[src/sv/spq_pkg.sv]
`default_nettype none

package spq_pkg;

    localparam int DEPTH = 64;
    localparam int CNT_W = $clog2(DEPTH + 1);
    localparam int DATA_W = 32;
    localparam int PRIO_W = 32;

    typedef enum logic
    {
        CMD_ENQ = 1'b0,
        CMD_DEQ = 1'b1
    } cmd_t;

    typedef enum logic [1:0]
    {
        ST_OK        = 2'd0,
        ST_OVERFLOW  = 2'd1,
        ST_UNDERFLOW = 2'd2
    } status_t;

    localparam logic [DATA_W-1:0] UNDERFLOW_DATA = '1;

    typedef struct packed
    {
        logic                     enq;
        logic                     deq;
        logic signed [DATA_W-1:0] data;
        logic signed [PRIO_W-1:0] prio;
    } cell_cmd_t;

endpackage

`default_nettype wire

[src/sv/spq_ctrl.sv]
`default_nettype none

module spq_ctrl
(
    input  wire logic                             clk,
    input  wire logic                             rst_n,
    input  wire logic                             in_valid,
    output logic                                  in_stall,
    input  wire logic                             command,
    input  wire logic signed [spq_pkg::DATA_W-1:0] data,
    input  wire logic signed [spq_pkg::PRIO_W-1:0] priority_req,
    input  wire logic signed [spq_pkg::DATA_W-1:0] head_data,
    output spq_pkg::cell_cmd_t                    cell_cmd,
    output logic [spq_pkg::CNT_W-1:0]             fill,
    output logic                                  out_valid,
    input  wire logic                             out_stall,
    output logic signed [spq_pkg::DATA_W-1:0]     data_out,
    output logic [1:0]                            status,
    output logic [spq_pkg::CNT_W-1:0]             count,
    output logic                                  empty_res,
    output logic                                  full_res
);
    import spq_pkg::*;

    logic                     accept;
    logic                     is_full;
    logic                     is_empty;
    logic [CNT_W-1:0]         count_reg;
    logic [CNT_W-1:0]         count_next;
    logic                     out_valid_reg;
    logic                     out_valid_next;
    logic signed [DATA_W-1:0] data_out_reg;
    logic signed [DATA_W-1:0] data_out_next;
    status_t                  status_reg;
    status_t                  status_next;
    logic [CNT_W-1:0]         res_count_reg;

    assign in_stall = out_valid_reg && out_stall;
    assign accept   = in_valid && !in_stall;
    assign is_full  = (count_reg == CNT_W'(DEPTH));
    assign is_empty = (count_reg == '0);

    assign cell_cmd.enq  = accept && (command == CMD_ENQ) && !is_full;
    assign cell_cmd.deq  = accept && (command == CMD_DEQ) && !is_empty;
    assign cell_cmd.data = data;
    assign cell_cmd.prio = priority_req;

    always_comb
    begin
        count_next     = count_reg;
        out_valid_next = out_valid_reg && out_stall;
        data_out_next  = data_out_reg;
        status_next    = status_reg;
        if (cell_cmd.enq)
        begin
            count_next = count_reg + CNT_W'(1);
        end
        else if (cell_cmd.deq)
        begin
            count_next = count_reg - CNT_W'(1);
        end
        if (accept)
        begin
            out_valid_next = 1'b1;
            if (command == CMD_ENQ)
            begin
                data_out_next = '0;
                status_next   = is_full ? ST_OVERFLOW : ST_OK;
            end
            else
            begin
                data_out_next = is_empty ? $signed(UNDERFLOW_DATA) : head_data;
                status_next   = is_empty ? ST_UNDERFLOW : ST_OK;
            end
        end
    end

    always_ff @(posedge clk or negedge rst_n)
    begin
        if (!rst_n)
        begin
            count_reg     <= '0;
            out_valid_reg <= 1'b0;
        end
        else
        begin
            count_reg     <= count_next;
            out_valid_reg <= out_valid_next;
        end
    end

    always_ff @(posedge clk)
    begin
        data_out_reg <= data_out_next;
        status_reg   <= status_next;
        if (accept)
        begin
            res_count_reg <= count_next;
        end
    end

    assign fill      = count_reg;
    assign out_valid = out_valid_reg;
    assign data_out  = data_out_reg;
    assign status    = status_reg;
    assign count     = res_count_reg;
    assign empty_res = (res_count_reg == '0);
    assign full_res  = (res_count_reg == CNT_W'(DEPTH));

`ifndef SYNTHESIS
    a_count_bound: assert property (@(posedge clk) disable iff (!rst_n)
        count_reg <= CNT_W'(DEPTH))
        else $error("fill count above depth");

    a_one_op: assert property (@(posedge clk) disable iff (!rst_n)
        !(cell_cmd.enq && cell_cmd.deq))
        else $error("enqueue and dequeue in one cycle");

    a_enq_count: assert property (@(posedge clk) disable iff (!rst_n)
        cell_cmd.enq |=> count_reg == $past(count_reg) + CNT_W'(1))
        else $error("enqueue did not advance count");

    a_overflow_full: assert property (@(posedge clk) disable iff (!rst_n)
        (out_valid_reg && status_reg == ST_OVERFLOW) |-> full_res)
        else $error("overflow reported on a queue that is not full");

    a_result_count: assert property (@(posedge clk) disable iff (!rst_n)
        accept |=> res_count_reg == count_reg)
        else $error("result count differs from fill count");
`endif

endmodule

`default_nettype wire

[config.mk]
export PLATFORM = sky130hd
export DESIGN_NAME = spq_ctrl
export DESIGN_NICKNAME = d
export VERILOG_FILES = /design/src/sv/spq_pkg.sv /design/src/sv/spq_ctrl.sv
export SDC_FILE = /design/constraint.sdc
export NUM_CORES = 1
export LEC_CHECK = 0
export BUFFER_PORTS_ARGS = -buffer_cell sky130_fd_sc_hd__buf_2
export CAP_MARGIN = 20
export CORE_MARGIN = 1.5
export CORE_UTILIZATION = 38
export CTS_CLUSTER_SIZE = 24
export DETAILED_ROUTE_END_ITERATION = 16
export GPL_ROUTABILITY_DRIVEN = 0
export PLACE_DENSITY_LB_ADDON = 0.2
export SLEW_MARGIN = 0
export SYNTH_ARGS = -nofsm -noshare
export SYNTH_HDL_FRONTEND = slang
export SYNTH_SLANG_ARGS = --single-unit
[constraint.sdc]
create_clock -name clk -period 2.8 [get_ports clk]
set_input_delay 0.56 -clock clk [delete_from_list [all_inputs] [get_ports clk]]
set_output_delay 0.56 -clock clk [all_outputs]
set_load 0.02 [all_outputs]
---- Word-level counts from Yosys, hierarchy flattened ----
Cells that the tools add are included.
operators by class
  equal/unequal tests ..................... 2
  muxes and demuxes ....................... 7
  add/subtract/negate cells ............... 2
  bitwise gates (word level) .............. 1
  reductions and logical operators ........ 11
operators with widths
  operator             count
  $mux 32              1
  $eq 7x7->1 const B   2
  $logic_not 7->1      2
  $mux 7               2
  $add 7x1->7 const B  1
  $sub 7x1->7 const B  1
  $logic_and 1x1->1    6
  $mux 2               2
  $logic_not 1->1      3
  $mux 1               2
  $not 1->1            1
storage, ports and cells
  flip-flop bits (word level) ............. 49
  bits of input ports ..................... 101

---- Longest topological paths before layout ----
  depth after elaboration ................. 7
  depth in mapped cells ................... 8
  mapped depth without buffers ............ 7

---- Worst setup path after synthesis ----
No wires, ideal clock.
  path kind ............................... input port to flip-flop
  from .................................... in in_valid
  to ...................................... reg res_count_reg[6], in the netlist count[6] (data pin)
  stages on the path ...................... 7
  path buffers ............................ 1
  data required time ...................... 2.527 ns
  setup time .............................. 0.273 ns
  arrival time ............................ 2.484 ns
  setup slack ............................. 0.043 ns
  path through ............................ a21bo_2 > inv_1 > o311a_1 > buf_6 > a31oi_1 > a31oi_1 > xor2_1
RTL lines
  item                  line            source
  from (decl)           spq_ctrl.sv:7   input wire logic in_valid,
  to (signal assigned)  spq_ctrl.sv:98  res_count_reg <= count_next;
  to (decl)             spq_ctrl.sv:36  logic [CNT_W-1:0] res_count_reg;

==> flow_metrics.env <==
export IMPL_syn_inst=206
export IMPL_htreeDepth=2
export IMPL_yosysTopAreaCell="edfxtp_1"
export IMPL_cp_num_buf_inv=2
export IMPL_clk_path_buf_depth=2
export IMPL_avgRoutedWirePerCell_um=15.8
export IMPL_syn_cell_area_um2=2570
export IMPL_drive_above_1_share_pct=46.4
export IMPL_status="complete, but fails checks"
export IMPL_yosysTopAreaCellShare_pct=48.0
export IMPL_start_util_pct=40.0
export IMPL_critPathSlowestCell="or4b_4"
export IMPL_area_delta_synth_final_pct=6.39
export IMPL_async_flop_share_pct=16.3
export IMPL_setup_viol=0
export IMPL_die_x_um=85.2
export IMPL_drc_errors=12
export IMPL_synth_distinct_cells=33
export IMPL_ios=219
export IMPL_grt_use_total_pct=13.1
export IMPL_hold_class="in -> async"
export IMPL_worstSetupEndpointType="output pin"
export IMPL_place_ws_ps=383
export IMPL_core_area_um2=6420
export IMPL_dieArea_um2=7250
export IMPL_p_per_area_nw_per_um2=786
export IMPL_crit_path_start_kind="flop"
export IMPL_syn_nets=310
export IMPL_die_h_um=85.2
export IMPL_reg2reg_depth=7
export IMPL_dpl_hpwl_um=3440
export IMPL_cts_inserted_buffers=5
export IMPL_cts_root_buf="clkbuf_8"
export IMPL_grt_pass1_wl_um=7490
export IMPL_post_drt_via_cell_ratio=5.01
export IMPL_relSlewSlack_pct=60.7
export IMPL_largest_reg_flops=32
export IMPL_grt_max_degree=42
export IMPL_r2r_end="count[6]$_DFFE_PN_"
export IMPL_max_freq_mhz=377
export IMPL_hold_violations=0
export IMPL_antenna_found_initial=0
export IMPL_layout_nets=337
export IMPL_rows=29
export IMPL_crit_fanout=9
export IMPL_synth_area_top_cells="edfxtp_1 48%, buf_4 19%, o21a_1 9.4%"
export IMPL_clock_latency_ps=290
export IMPL_cp_arrival_ps=2090
export IMPL_drt_pass1_iterations=10
export IMPL_clock_sinks=49
export IMPL_violations="DRC"
export IMPL_cts_setup_buffers=0
export IMPL_worst_slack_ps=147
export IMPL_slowest_delay_ps=490
export IMPL_drt_wl_total_um=4910
export IMPL_ys_seq_area_share_pct=55.8
export IMPL_drv_cap=0
export IMPL_postRouteAntennaNets=0
export IMPL_yosysWarnings=0
export IMPL_overflow=0
export IMPL_min_period_ps=2650
export IMPL_layout_common_cells="90 x buf_2, 41 x edfxtp_1, 32 x o21a_1, 8 x dfrtp_1, 6 x nor2_1"
export IMPL_cts_tree="yes"
export IMPL_r2r_start="fill[0]$_DFF_PN0_"
export IMPL_num_vias=1552
export IMPL_tns_ps=0
export IMPL_clk_pin_slew_ps=90
export IMPL_ir_drop_uv=376
export IMPL_fin_skew_ps=6.94
export IMPL_ys_seq_elements=49
export IMPL_slew_viol_final=0
export IMPL_critical_path_required_ps=2240
export IMPL_synth_edf_count=41
export IMPL_tightest_slew_ps=584
export IMPL_power_leakage_nw=1.15
export IMPL_finalCritPeriodShare_pct=94.8
export IMPL_first_global_vias=1533
export IMPL_crit_type="reg -> out"
export IMPL_avgSynthCellArea_um2=12.5
export IMPL_worstPathCellList="inv_1 -> ha_1 -> or4b_4 -> o311a_4 -> buf_2"
export IMPL_ys_dominant_reg_cell="edfxtp_1"
export IMPL_numPortBuffers=90
export IMPL_diodes=0
export IMPL_drt_iter0_drc=106
export IMPL_reg2reg_slack_ps=510
export IMPL_path_delay_family="simple AND/OR/NAND/NOR gates"
export IMPL_rsz0062_at_grt="no"
export IMPL_final_common_cell="buf_2"
-- kinds of logic (layout without fill, tap and decap cells) --
group / Yosys count / count (layout) / share of synthesized area [%]
AO/OA/AOI/OAI: 43 / 43 / 13.0
buffers and inverters: 78 / 105 / 21.4
XOR/XNOR: 6 / 6 / 2.05
multiplexers: 1 / 1 / 0.390
flip-flops: 49 / 49 / 55.8
AND/OR/NAND/NOR: 26 / 26 / 5.90
adder cells (fa/ha/maj): 3 / 3 / 1.46
-- power breakdown --
group | internal (mW) | switching [mW]
sequential | 0.934 | 0.137
clock | 0.260 | 0.225
combinational | 0.227 | 0.363
-- cells in the mapped netlist (2+ instances only) --
library cell,n
and2_1,2
clkbuf_1,7
nor2b_1,2
edfxtp_1,41
o21a_1,32
dfrtp_1,8
nor2_1,6
nor4_1,3
inv_1,4
nand2_1,3
buf_4,64
xnor2_1,5
buf_6,2
ha_1,3
nand3_1,3
nor4b_1,2
a31oi_1,3
-- area by class of cell --
cell class / instances / area, um2
flip-flops and latches: 49 / 1430
repair buffers: 94 / 480
fillers: 609 / 3690
multi-input cells: 79 / 603
well taps: 77 / 96.3
clock inverters: 2 / 35.0
inverters: 4 / 15.0
clock buffers: 5 / 68.8
-- metal layers --
layer	routed length, um	GRT usage (%)
met1	1920	15.5
met2	2240	20.9
met3	591	6.03
met4	156	4.92
met5	0	0
-- worst register-to-register path, stage by stage, from the launching register on --
cell     delay (ps)
dfrtp_1         450
inv_1           140
ha_1            160
or4b_4          490
o311a_4         380
a31oi_1         190
a31oi_1          70
xor2_1          160
-- through the flow --
stage / total power [mW] / hold slack, ps / std cells / area (um2) / utilization [%]
3_5_place_dp: 1.68 / 420 / 303 / 2620 / 40.7
2_1_floorplan: 1.60 / 264 / 206 / 2570 / -
6_report: 2.15 / 93.9 / 310 / 2730 / 42.5
4_1_cts: 2.17 / 96.9 / 310 / 2720 / 42.3
5_1_grt: 2.27 / 97.1 / 310 / 2730 / 42.5
3_3_place_gp: 1.68 / 425 / 303 / 2620 / 40.7
-- repair_timing --
action	4_1_cts	5_1_grt
resized for setup	0	2
setup endpoints to repair	0	1
endpoints found under the hold margin	0	0
hold buffers	0	0
-- worst max path at each step --
stage,end,from,cells after the start
floorplan,count[6]$_DFFE_PN_,in_valid,7
global placement,cell_cmd[64],fill[0]$_DFF_PN0_,5
detailed placement,cell_cmd[64],fill[0]$_DFF_PN0_,5
CTS,cell_cmd[64],fill[0]$_DFF_PN0_,5
global route,cell_cmd[64],fill[0]$_DFF_PN0_,5
finish,cell_cmd[64],fill[0]$_DFF_PN0_,5
Power figures use the tool's default switching activity.
