**config.mk**
```make
export PLATFORM = sky130hd
export DESIGN_NAME = spq_cell
export DESIGN_NICKNAME = d
export VERILOG_FILES = /design/src/sv/spq_pkg.sv /design/src/sv/spq_cell.sv
export SDC_FILE = /design/constraint.sdc
export NUM_CORES = 1
export LEC_CHECK = 0
export BUFFER_PORTS_ARGS = -buffer_cell sky130_fd_sc_hd__buf_2
export CAP_MARGIN = 20
export CORE_MARGIN = 5
export CORE_UTILIZATION = 39
export CTS_CLUSTER_DIAMETER = 200
export CTS_CLUSTER_SIZE = 25
export DETAILED_ROUTE_END_ITERATION = 12
export HOLD_SLACK_MARGIN = 0.03
export PLACE_DENSITY = 0.78
export SYNTH_ARGS = -nofsm -noshare
export SYNTH_HDL_FRONTEND = slang
export SYNTH_SLANG_ARGS = --single-unit
```
**constraint.sdc**
```tcl
create_clock -name clk -period 3.7 [get_ports clk]
set_clock_uncertainty 0.05 [all_clocks]
set_input_delay 0.555 -clock clk [delete_from_list [all_inputs] [get_ports clk]]
set_output_delay 0.555 -clock clk [all_outputs]
set_load 0.01 [all_outputs]
```
**src/sv/spq_pkg.sv**
```systemverilog
`default_nettype none

package spq_pkg;

    localparam int DEPTH = 64;
    localparam int CNT_W = $clog2(DEPTH + 1);
    localparam int DATA_W = 32;
    localparam int PRIO_W = 32;

    typedef enum logic
    {
        CMD_ENQ = 1'b0,
        CMD_DEQ = 1'b1
    } cmd_t;

    typedef enum logic [1:0]
    {
        ST_OK        = 2'd0,
        ST_OVERFLOW  = 2'd1,
        ST_UNDERFLOW = 2'd2
    } status_t;

    localparam logic [DATA_W-1:0] UNDERFLOW_DATA = '1;

    typedef struct packed
    {
        logic                     enq;
        logic                     deq;
        logic signed [DATA_W-1:0] data;
        logic signed [PRIO_W-1:0] prio;
    } cell_cmd_t;

endpackage

`default_nettype wire

```
**src/sv/spq_cell.sv**
```systemverilog
`default_nettype none

module spq_cell
(
    input  wire logic                             clk,
    input  wire spq_pkg::cell_cmd_t               cmd,
    input  wire logic                             occupied,
    input  wire logic                             upstream_keep,
    input  wire logic signed [spq_pkg::DATA_W-1:0] left_data,
    input  wire logic signed [spq_pkg::PRIO_W-1:0] left_prio,
    input  wire logic signed [spq_pkg::DATA_W-1:0] right_data,
    input  wire logic signed [spq_pkg::PRIO_W-1:0] right_prio,
    output logic                                  keep,
    output logic signed [spq_pkg::DATA_W-1:0]     data_q,
    output logic signed [spq_pkg::PRIO_W-1:0]     prio_q
);
    import spq_pkg::*;

    logic signed [DATA_W-1:0] data_reg;
    logic signed [DATA_W-1:0] data_next;
    logic signed [PRIO_W-1:0] prio_reg;
    logic signed [PRIO_W-1:0] prio_next;

    assign keep   = occupied && (prio_reg >= cmd.prio);
    assign data_q = data_reg;
    assign prio_q = prio_reg;

    always_comb
    begin
        data_next = data_reg;
        prio_next = prio_reg;
        if (cmd.enq)
        begin
            if (!keep)
            begin
                if (upstream_keep)
                begin
                    data_next = cmd.data;
                    prio_next = cmd.prio;
                end
                else
                begin
                    data_next = left_data;
                    prio_next = left_prio;
                end
            end
        end
        else if (cmd.deq)
        begin
            data_next = right_data;
            prio_next = right_prio;
        end
    end

    always_ff @(posedge clk)
    begin
        data_reg <= data_next;
        prio_reg <= prio_next;
    end

endmodule

`default_nettype wire

```
Word-level counts from Yosys, hierarchy flattened
Index checks and enable logic that the tools add are counted.

storage, ports and cells
  word-level logic and storage cells = 15
  memories kept = 0
  output and inout bits = 65
  ROM bits = 0
  bits in latches = 0
  input port bits = 197
  flip-flop bits (word level) = 64
  bits in writable memories = 0

cells by class
  divide/modulo/power cells = 0
  multipliers = 0
  eq/ne operators = 1
  reduce and logical (&&, ||, !) cells = 3
  shifts and indexed selects = 0
  add/sub/neg operators = 0
  mux-type cells = 8
  bitwise operators = 0
  magnitude comparators = 1

operators with widths
  kind                  number
  $mux W32              8
  $ge A32 B32 Y1        1
  $ne A2 B2 Y1 const B  1
  $reduce_and A2 Y1     1
  $reduce_bool A2 Y1    1
  $logic_and A1 B1 Y1   1

Longest topological paths before layout
  word-level depth = 4
  depth in mapped cells = 8
  gate-level depth less buffers = 8

Worst setup path before layout
OpenSTA, ideal clock, no wires.

  path kind = input -> register
  start point = input port cmd[14] (netlist name)
  end point = register data_reg[0] (netlist: data_q[0]) (enable)
  setup slack = -0.262 ns
  library setup time = 0.432 ns
  buffers on the path = 0
  stages = 8
  data arrival time = 3.479 ns
  data required time = 3.218 ns
  cells stage by stage = inv_1 ha_1 and4_4 a211oi_2 o21ai_1 o31ai_1 nor3b_2 o32a_1

between the ends
  cells in the longest elaborated chain, start to end = 4

RTL lines
  what                         line            RTL
  start, declared              spq_cell.sv:6   input wire spq_pkg::cell_cmd_t cmd,
  $ge A32 B32 Y1               spq_cell.sv:24  assign keep = occupied && (prio_reg >= cmd.prio);
  $logic_and A1 B1 Y1          spq_cell.sv:24
  $ne A2 B2 Y1 (no line)       --
  $reduce_and A2 Y1 (no line)  --
  end signal, assigned         spq_cell.sv:57  data_reg <= data_next;
  end, declared                spq_cell.sv:19  logic signed [DATA_W-1:0] data_reg;

No other way between the ends.
A chain may end at the register's enable or synchronous reset.

Final worst setup path
  start point = register prio_reg[27] (netlist: prio_q[27])
  end point = output port keep

between the ends
  cells in the longest elaborated chain, start to end = 2

RTL lines
  what                    line            RTL
  start, declared         spq_cell.sv:21  logic signed [PRIO_W-1:0] prio_reg;
  start signal, assigned  spq_cell.sv:58  prio_reg <= prio_next;
  $ge A32 B32 Y1          spq_cell.sv:24
  $logic_and A1 B1 Y1     spq_cell.sv:24
  end, declared           spq_cell.sv:13  output logic keep,

No other way between the ends.

==> report_table.html <==
<table>
<tr><th>Metric</th><th>Value</th></tr>
<tr><th colspan="2">Timing</th></tr>
<tr><td>RSZ-0062 raised after global routing</td><td>false</td></tr>
<tr><td>Max Slew Vio Count</td><td>0</td></tr>
<tr><td>Tcrit/Tclk final</td><td>83.5%</td></tr>
<tr><td>Worst hold slack after final layout</td><td>0.488 ns</td></tr>
<tr><td>Final-layout setup total negative slack</td><td>0 ns</td></tr>
<tr><td>Post-route setup slack</td><td>0.612 ns</td></tr>
<tr><td>Final critical-path required period</td><td>3.09 ns</td></tr>
<tr><td>Slew at the pin closest to its max-slew limit</td><td>0.584 ns</td></tr>
<tr><td>Max transition margin</td><td>61.1%</td></tr>
<tr><td>Hold violation count in the final report</td><td>0</td></tr>
<tr><td>Total setup violations reported at the end of the flow</td><td>0</td></tr>
<tr><td>Fmax</td><td>324 MHz</td></tr>
<tr><th colspan="2">Synthesis</th></tr>
<tr><td>Yosys synthesis warning count</td><td>0</td></tr>
<tr><td>Top_reg_cell synth</td><td>edfxtp_1</td></tr>
<tr><td>Cell count after synthesis</td><td>395</td></tr>
<tr><td>Sequential area share after synthesis</td><td>47.1%</td></tr>
<tr><td>Top post-synthesis cells by area</td><td>edfxtp_1 (47%), mux2i_1 (16%), ha_1 (9.8%)</td></tr>
<tr><td>Most numerous cell types in the synthesized netlist</td><td>a21oi_1 (76), nor2_1 (65), edfxtp_1 (64), mux2i_1 (64)</td></tr>
<tr><td>Synthesized area divided by synthesized cell count</td><td>10.3 µm²</td></tr>
<tr><td>Async set-or-reset flop fraction in the synthesized netlist</td><td>0%</td></tr>
<tr><td>Combined area of all synthesized cells</td><td>0.00408 mm²</td></tr>
<tr><td>Distinct cell type count of the synthesized netlist</td><td>33</td></tr>
<tr><td>Library cell occupying the most area in the post-synthesis netlist</td><td>edfxtp_1</td></tr>
<tr><td>Top cell type's share of synthesized area</td><td>47.1%</td></tr>
<tr><td>Total nets after synthesis</td><td>624</td></tr>
<tr><td>Most frequent cell after synthesis</td><td>a21oi_1</td></tr>
<tr><td>Count of flip-flops with a built-in enable after synthesis</td><td>64</td></tr>
<tr><td>Flops &amp; latches, synth</td><td>64</td></tr>
<tr><th colspan="2">Place</th></tr>
<tr><td>Final estimated routing congestion in global placement</td><td>0.870</td></tr>
<tr><td>Post-place instance area</td><td>0.00553 mm²</td></tr>
<tr><td>Worst setup timing slack at the placement stage</td><td>0.609 ns</td></tr>
<tr><td>Dpl cells</td><td>776</td></tr>
<tr><td>Detail Placement HPWL</td><td>9960 µm</td></tr>
<tr><td>Port buffer count</td><td>261</td></tr>
<tr><th colspan="2">Layout</th></tr>
<tr><td>Post-layout net count</td><td>880</td></tr>
<tr><td>Number of non-filler instances in the completed layout</td><td>792</td></tr>
<tr><td>Storage element area</td><td>0.00192 mm²</td></tr>
<tr><td>Fin util</td><td>55.5%</td></tr>
<tr><td>Fill count</td><td>932</td></tr>
<tr><td>Number of antenna diodes</td><td>0</td></tr>
<tr><td>Post-layout instance area</td><td>0.00570 mm²</td></tr>
<tr><td>Area of combinational cells with multiple inputs</td><td>0.00195 mm²</td></tr>
<tr><td>Share of layout cells above drive strength 1</td><td>43.1%</td></tr>
<tr><td>Signed area change from the synthesized netlist to the final layout</td><td>39.8%</td></tr>
<tr><th colspan="2">GRT</th></tr>
<tr><td>Vias in the first global route</td><td>4004</td></tr>
<tr><td>First-pass GRT wire length</td><td>18800 µm</td></tr>
<tr><td>Number of antenna violations at the first check in global routing</td><td>0</td></tr>
<tr><td>Grt total ovfl</td><td>0</td></tr>
<tr><td>GRT Total Usage</td><td>18.3%</td></tr>
<tr><td>Pin count of the biggest net entering global routing</td><td>64</td></tr>
<tr><th colspan="2">CTS</th></tr>
<tr><td>Number of sinks driven by the clock tree</td><td>64</td></tr>
<tr><td>Number of buffers created by CTS</td><td>9</td></tr>
<tr><td>CTS Hold Bufs</td><td>0</td></tr>
<tr><td>Buffer count from post-CTS setup fixing</td><td>0</td></tr>
<tr><td>Later-pin clock latency in the skew report</td><td>0.33 ns</td></tr>
<tr><td>Worst-case clock buffer depth</td><td>2</td></tr>
<tr><td>Root buffer selected by CTS</td><td>clkbuf_8</td></tr>
<tr><td>Clock transition at the registers of the reported paths</td><td>0.07 ns</td></tr>
<tr><td>Total of cells resized after clock tree synthesis</td><td>0</td></tr>
<tr><td>Clock tree from TritonCTS</td><td>done</td></tr>
<tr><td>CTS H-Tree Depth</td><td>3</td></tr>
<tr><th colspan="2">Floorplanning</th></tr>
<tr><td>Initial Util</td><td>39.7%</td></tr>
<tr><td>Number of I/O pins</td><td>262</td></tr>
<tr><td>Die W</td><td>112 µm</td></tr>
<tr><td>Height of the chip</td><td>112 µm</td></tr>
<tr><td>Die area</td><td>0.0126 mm²</td></tr>
<tr><td>Core Rows</td><td>37</td></tr>
<tr><td>CORE AREA</td><td>0.0103 mm²</td></tr>
<tr><th colspan="2">Detailed routing</th></tr>
<tr><td>Post-detailed-route via-to-cell ratio</td><td>4.84</td></tr>
<tr><td>Per-cell routed wire length</td><td>15.3 µm</td></tr>
<tr><td>Antenna viol nets, final</td><td>0</td></tr>
<tr><td>Detailed Route Iter0 Violations</td><td>112</td></tr>
<tr><td>Detailed-route via count</td><td>3833</td></tr>
<tr><td>Number of detailed-route iterations in the first pass</td><td>4</td></tr>
<tr><td>Number of remaining DRC errors</td><td>0</td></tr>
<tr><td>Total detailed-routing wirelength</td><td>12100 µm</td></tr>
<tr><th colspan="2">Min path</th></tr>
<tr><td>Hold path startpoint</td><td>right_prio[6]</td></tr>
<tr><td>Hold Path Class</td><td>input port to flip-flop</td></tr>
<tr><td>Worst hold path depth</td><td>3</td></tr>
<tr><th colspan="2">Pwr</th></tr>
<tr><td>Maximum vdd ir drop</td><td>163 µV</td></tr>
<tr><td>Leakage</td><td>2.88 nW</td></tr>
<tr><td>Power per unit of standard cell area</td><td>354 mW/mm²</td></tr>
<tr><td>Total power</td><td>2.02 mW</td></tr>
<tr><th colspan="2">Worst setup path</th></tr>
<tr><td>Required time of the worst setup path</td><td>3.09 ns</td></tr>
<tr><td>CP startpoint</td><td>prio_q[27]</td></tr>
<tr><td>Critical path launch point type</td><td>flip-flop</td></tr>
<tr><td>Kind of capture point of the worst setup path</td><td>output pin</td></tr>
<tr><td>Category of the critical setup timing path</td><td>flip-flop to output pin</td></tr>
<tr><td>Largest fanout of any net on the critical path</td><td>3</td></tr>
<tr><td>R2R cell count</td><td>8</td></tr>
<tr><td>RR Startpoint</td><td>prio_q[14]</td></tr>
<tr><td>Worst endpoint data arrival time</td><td>2.48 ns</td></tr>
<tr><th colspan="2">Run</th></tr>
<tr><td>Total of max-cap violations</td><td>0</td></tr>
<tr><th colspan="2">Outcome</th></tr>
<tr><td>Outcome</td><td>complete, no violations</td></tr>
</table>
[cell families after synthesis]
logic type               Yosys count  synth area share, %
buffers and inverters             53                 5.06
multiplexers                      64                 15.7
flip-flops                        64                 47.1
adder cells (fa/ha/maj)           32                 9.81
AND/OR/NAND/NOR                   91                 10.0
AO/OA/AOI/OAI                     91                 12.3
[cell type report]
type / instances / share of cell area, %
clock buffer: 9 / 2.17
inverter: 32 / 2.11
multi-input combinational: 278 / 34.2
timing repair buffer: 266 / 23.9
sequential: 64 / 33.7
clock inverter: 7 / 0.921
tap: 136 / 2.98
[worst max-delay path: stages (launching register included)]
cell and delay, ns:
edfxtp_1 0.41, ha_1 0.33, nand4_1 0.17, nor4b_2 0.39, nand2_1 0.12, o31ai_2 0.21, nor3b_2 0.08, nor3b_1 0.26
buf_2 0.18
[routing by layer]
layer / wire [µm] / vias to the layer above / global-route usage (%) / share of wire (%)
met3: 1120 / 21 / 6.68 / 9.2
met1: 4650 / 1691 / 20.4 / 38
met4: 200 / 0 / 5.29 / 1.6
met5: 0 / - / 0 / 0
li1: - / 1951 / - / -
met2: 6150 / 170 / 32.8 / 51
[registers in the layout, indices dropped and copies added, names as in the netlist]
signal	count
data_q	32
prio_q	32
[where the power goes]
| part | leakage [nW] | switching, mW | internal, mW |
|---|---|---|---|
| Combinational | 2.17 | 0.287 | 0.247 |
| Sequential | 0.627 | 0.0313 | 0.902 |
| Clock | 0.0882 | 0.256 | 0.297 |
| Total | 2.88 | 0.575 | 1.45 |
[worst paths after layout]
kind | slack (ns) | to
worst max-delay path | 0.61 | keep
worst min-delay path | 0.49 | prio_q[6]
worst max register to register | 0.91 | data_q[13]
worst min register to register | 1.45 | prio_q[11]
[cell usage in the layout, fill, tap and decap left out, drive strengths merged, types with 2 or more instances in the layout]
cell | netlist | layout
o31ai | 2 | 2
edfxtp | 64 | 64
nor2 | 65 | 65
inv | 32 | 32
mux2i | 64 | 64
and4 | 3 | 3
nand3 | 2 | 2
a21oi | 76 | 76
nand4 | 4 | 4
nor2b | 2 | 2
o21ai | 4 | 4
clkbuf | 12 | 9
a211oi | 3 | 3
clkinv | 0 | 6
nor3b | 2 | 2
ha | 32 | 32
buf | 9 | 266
nand2 | 8 | 8
a21o | 2 | 2
Note: power is estimated with default switching activity, not from simulation.
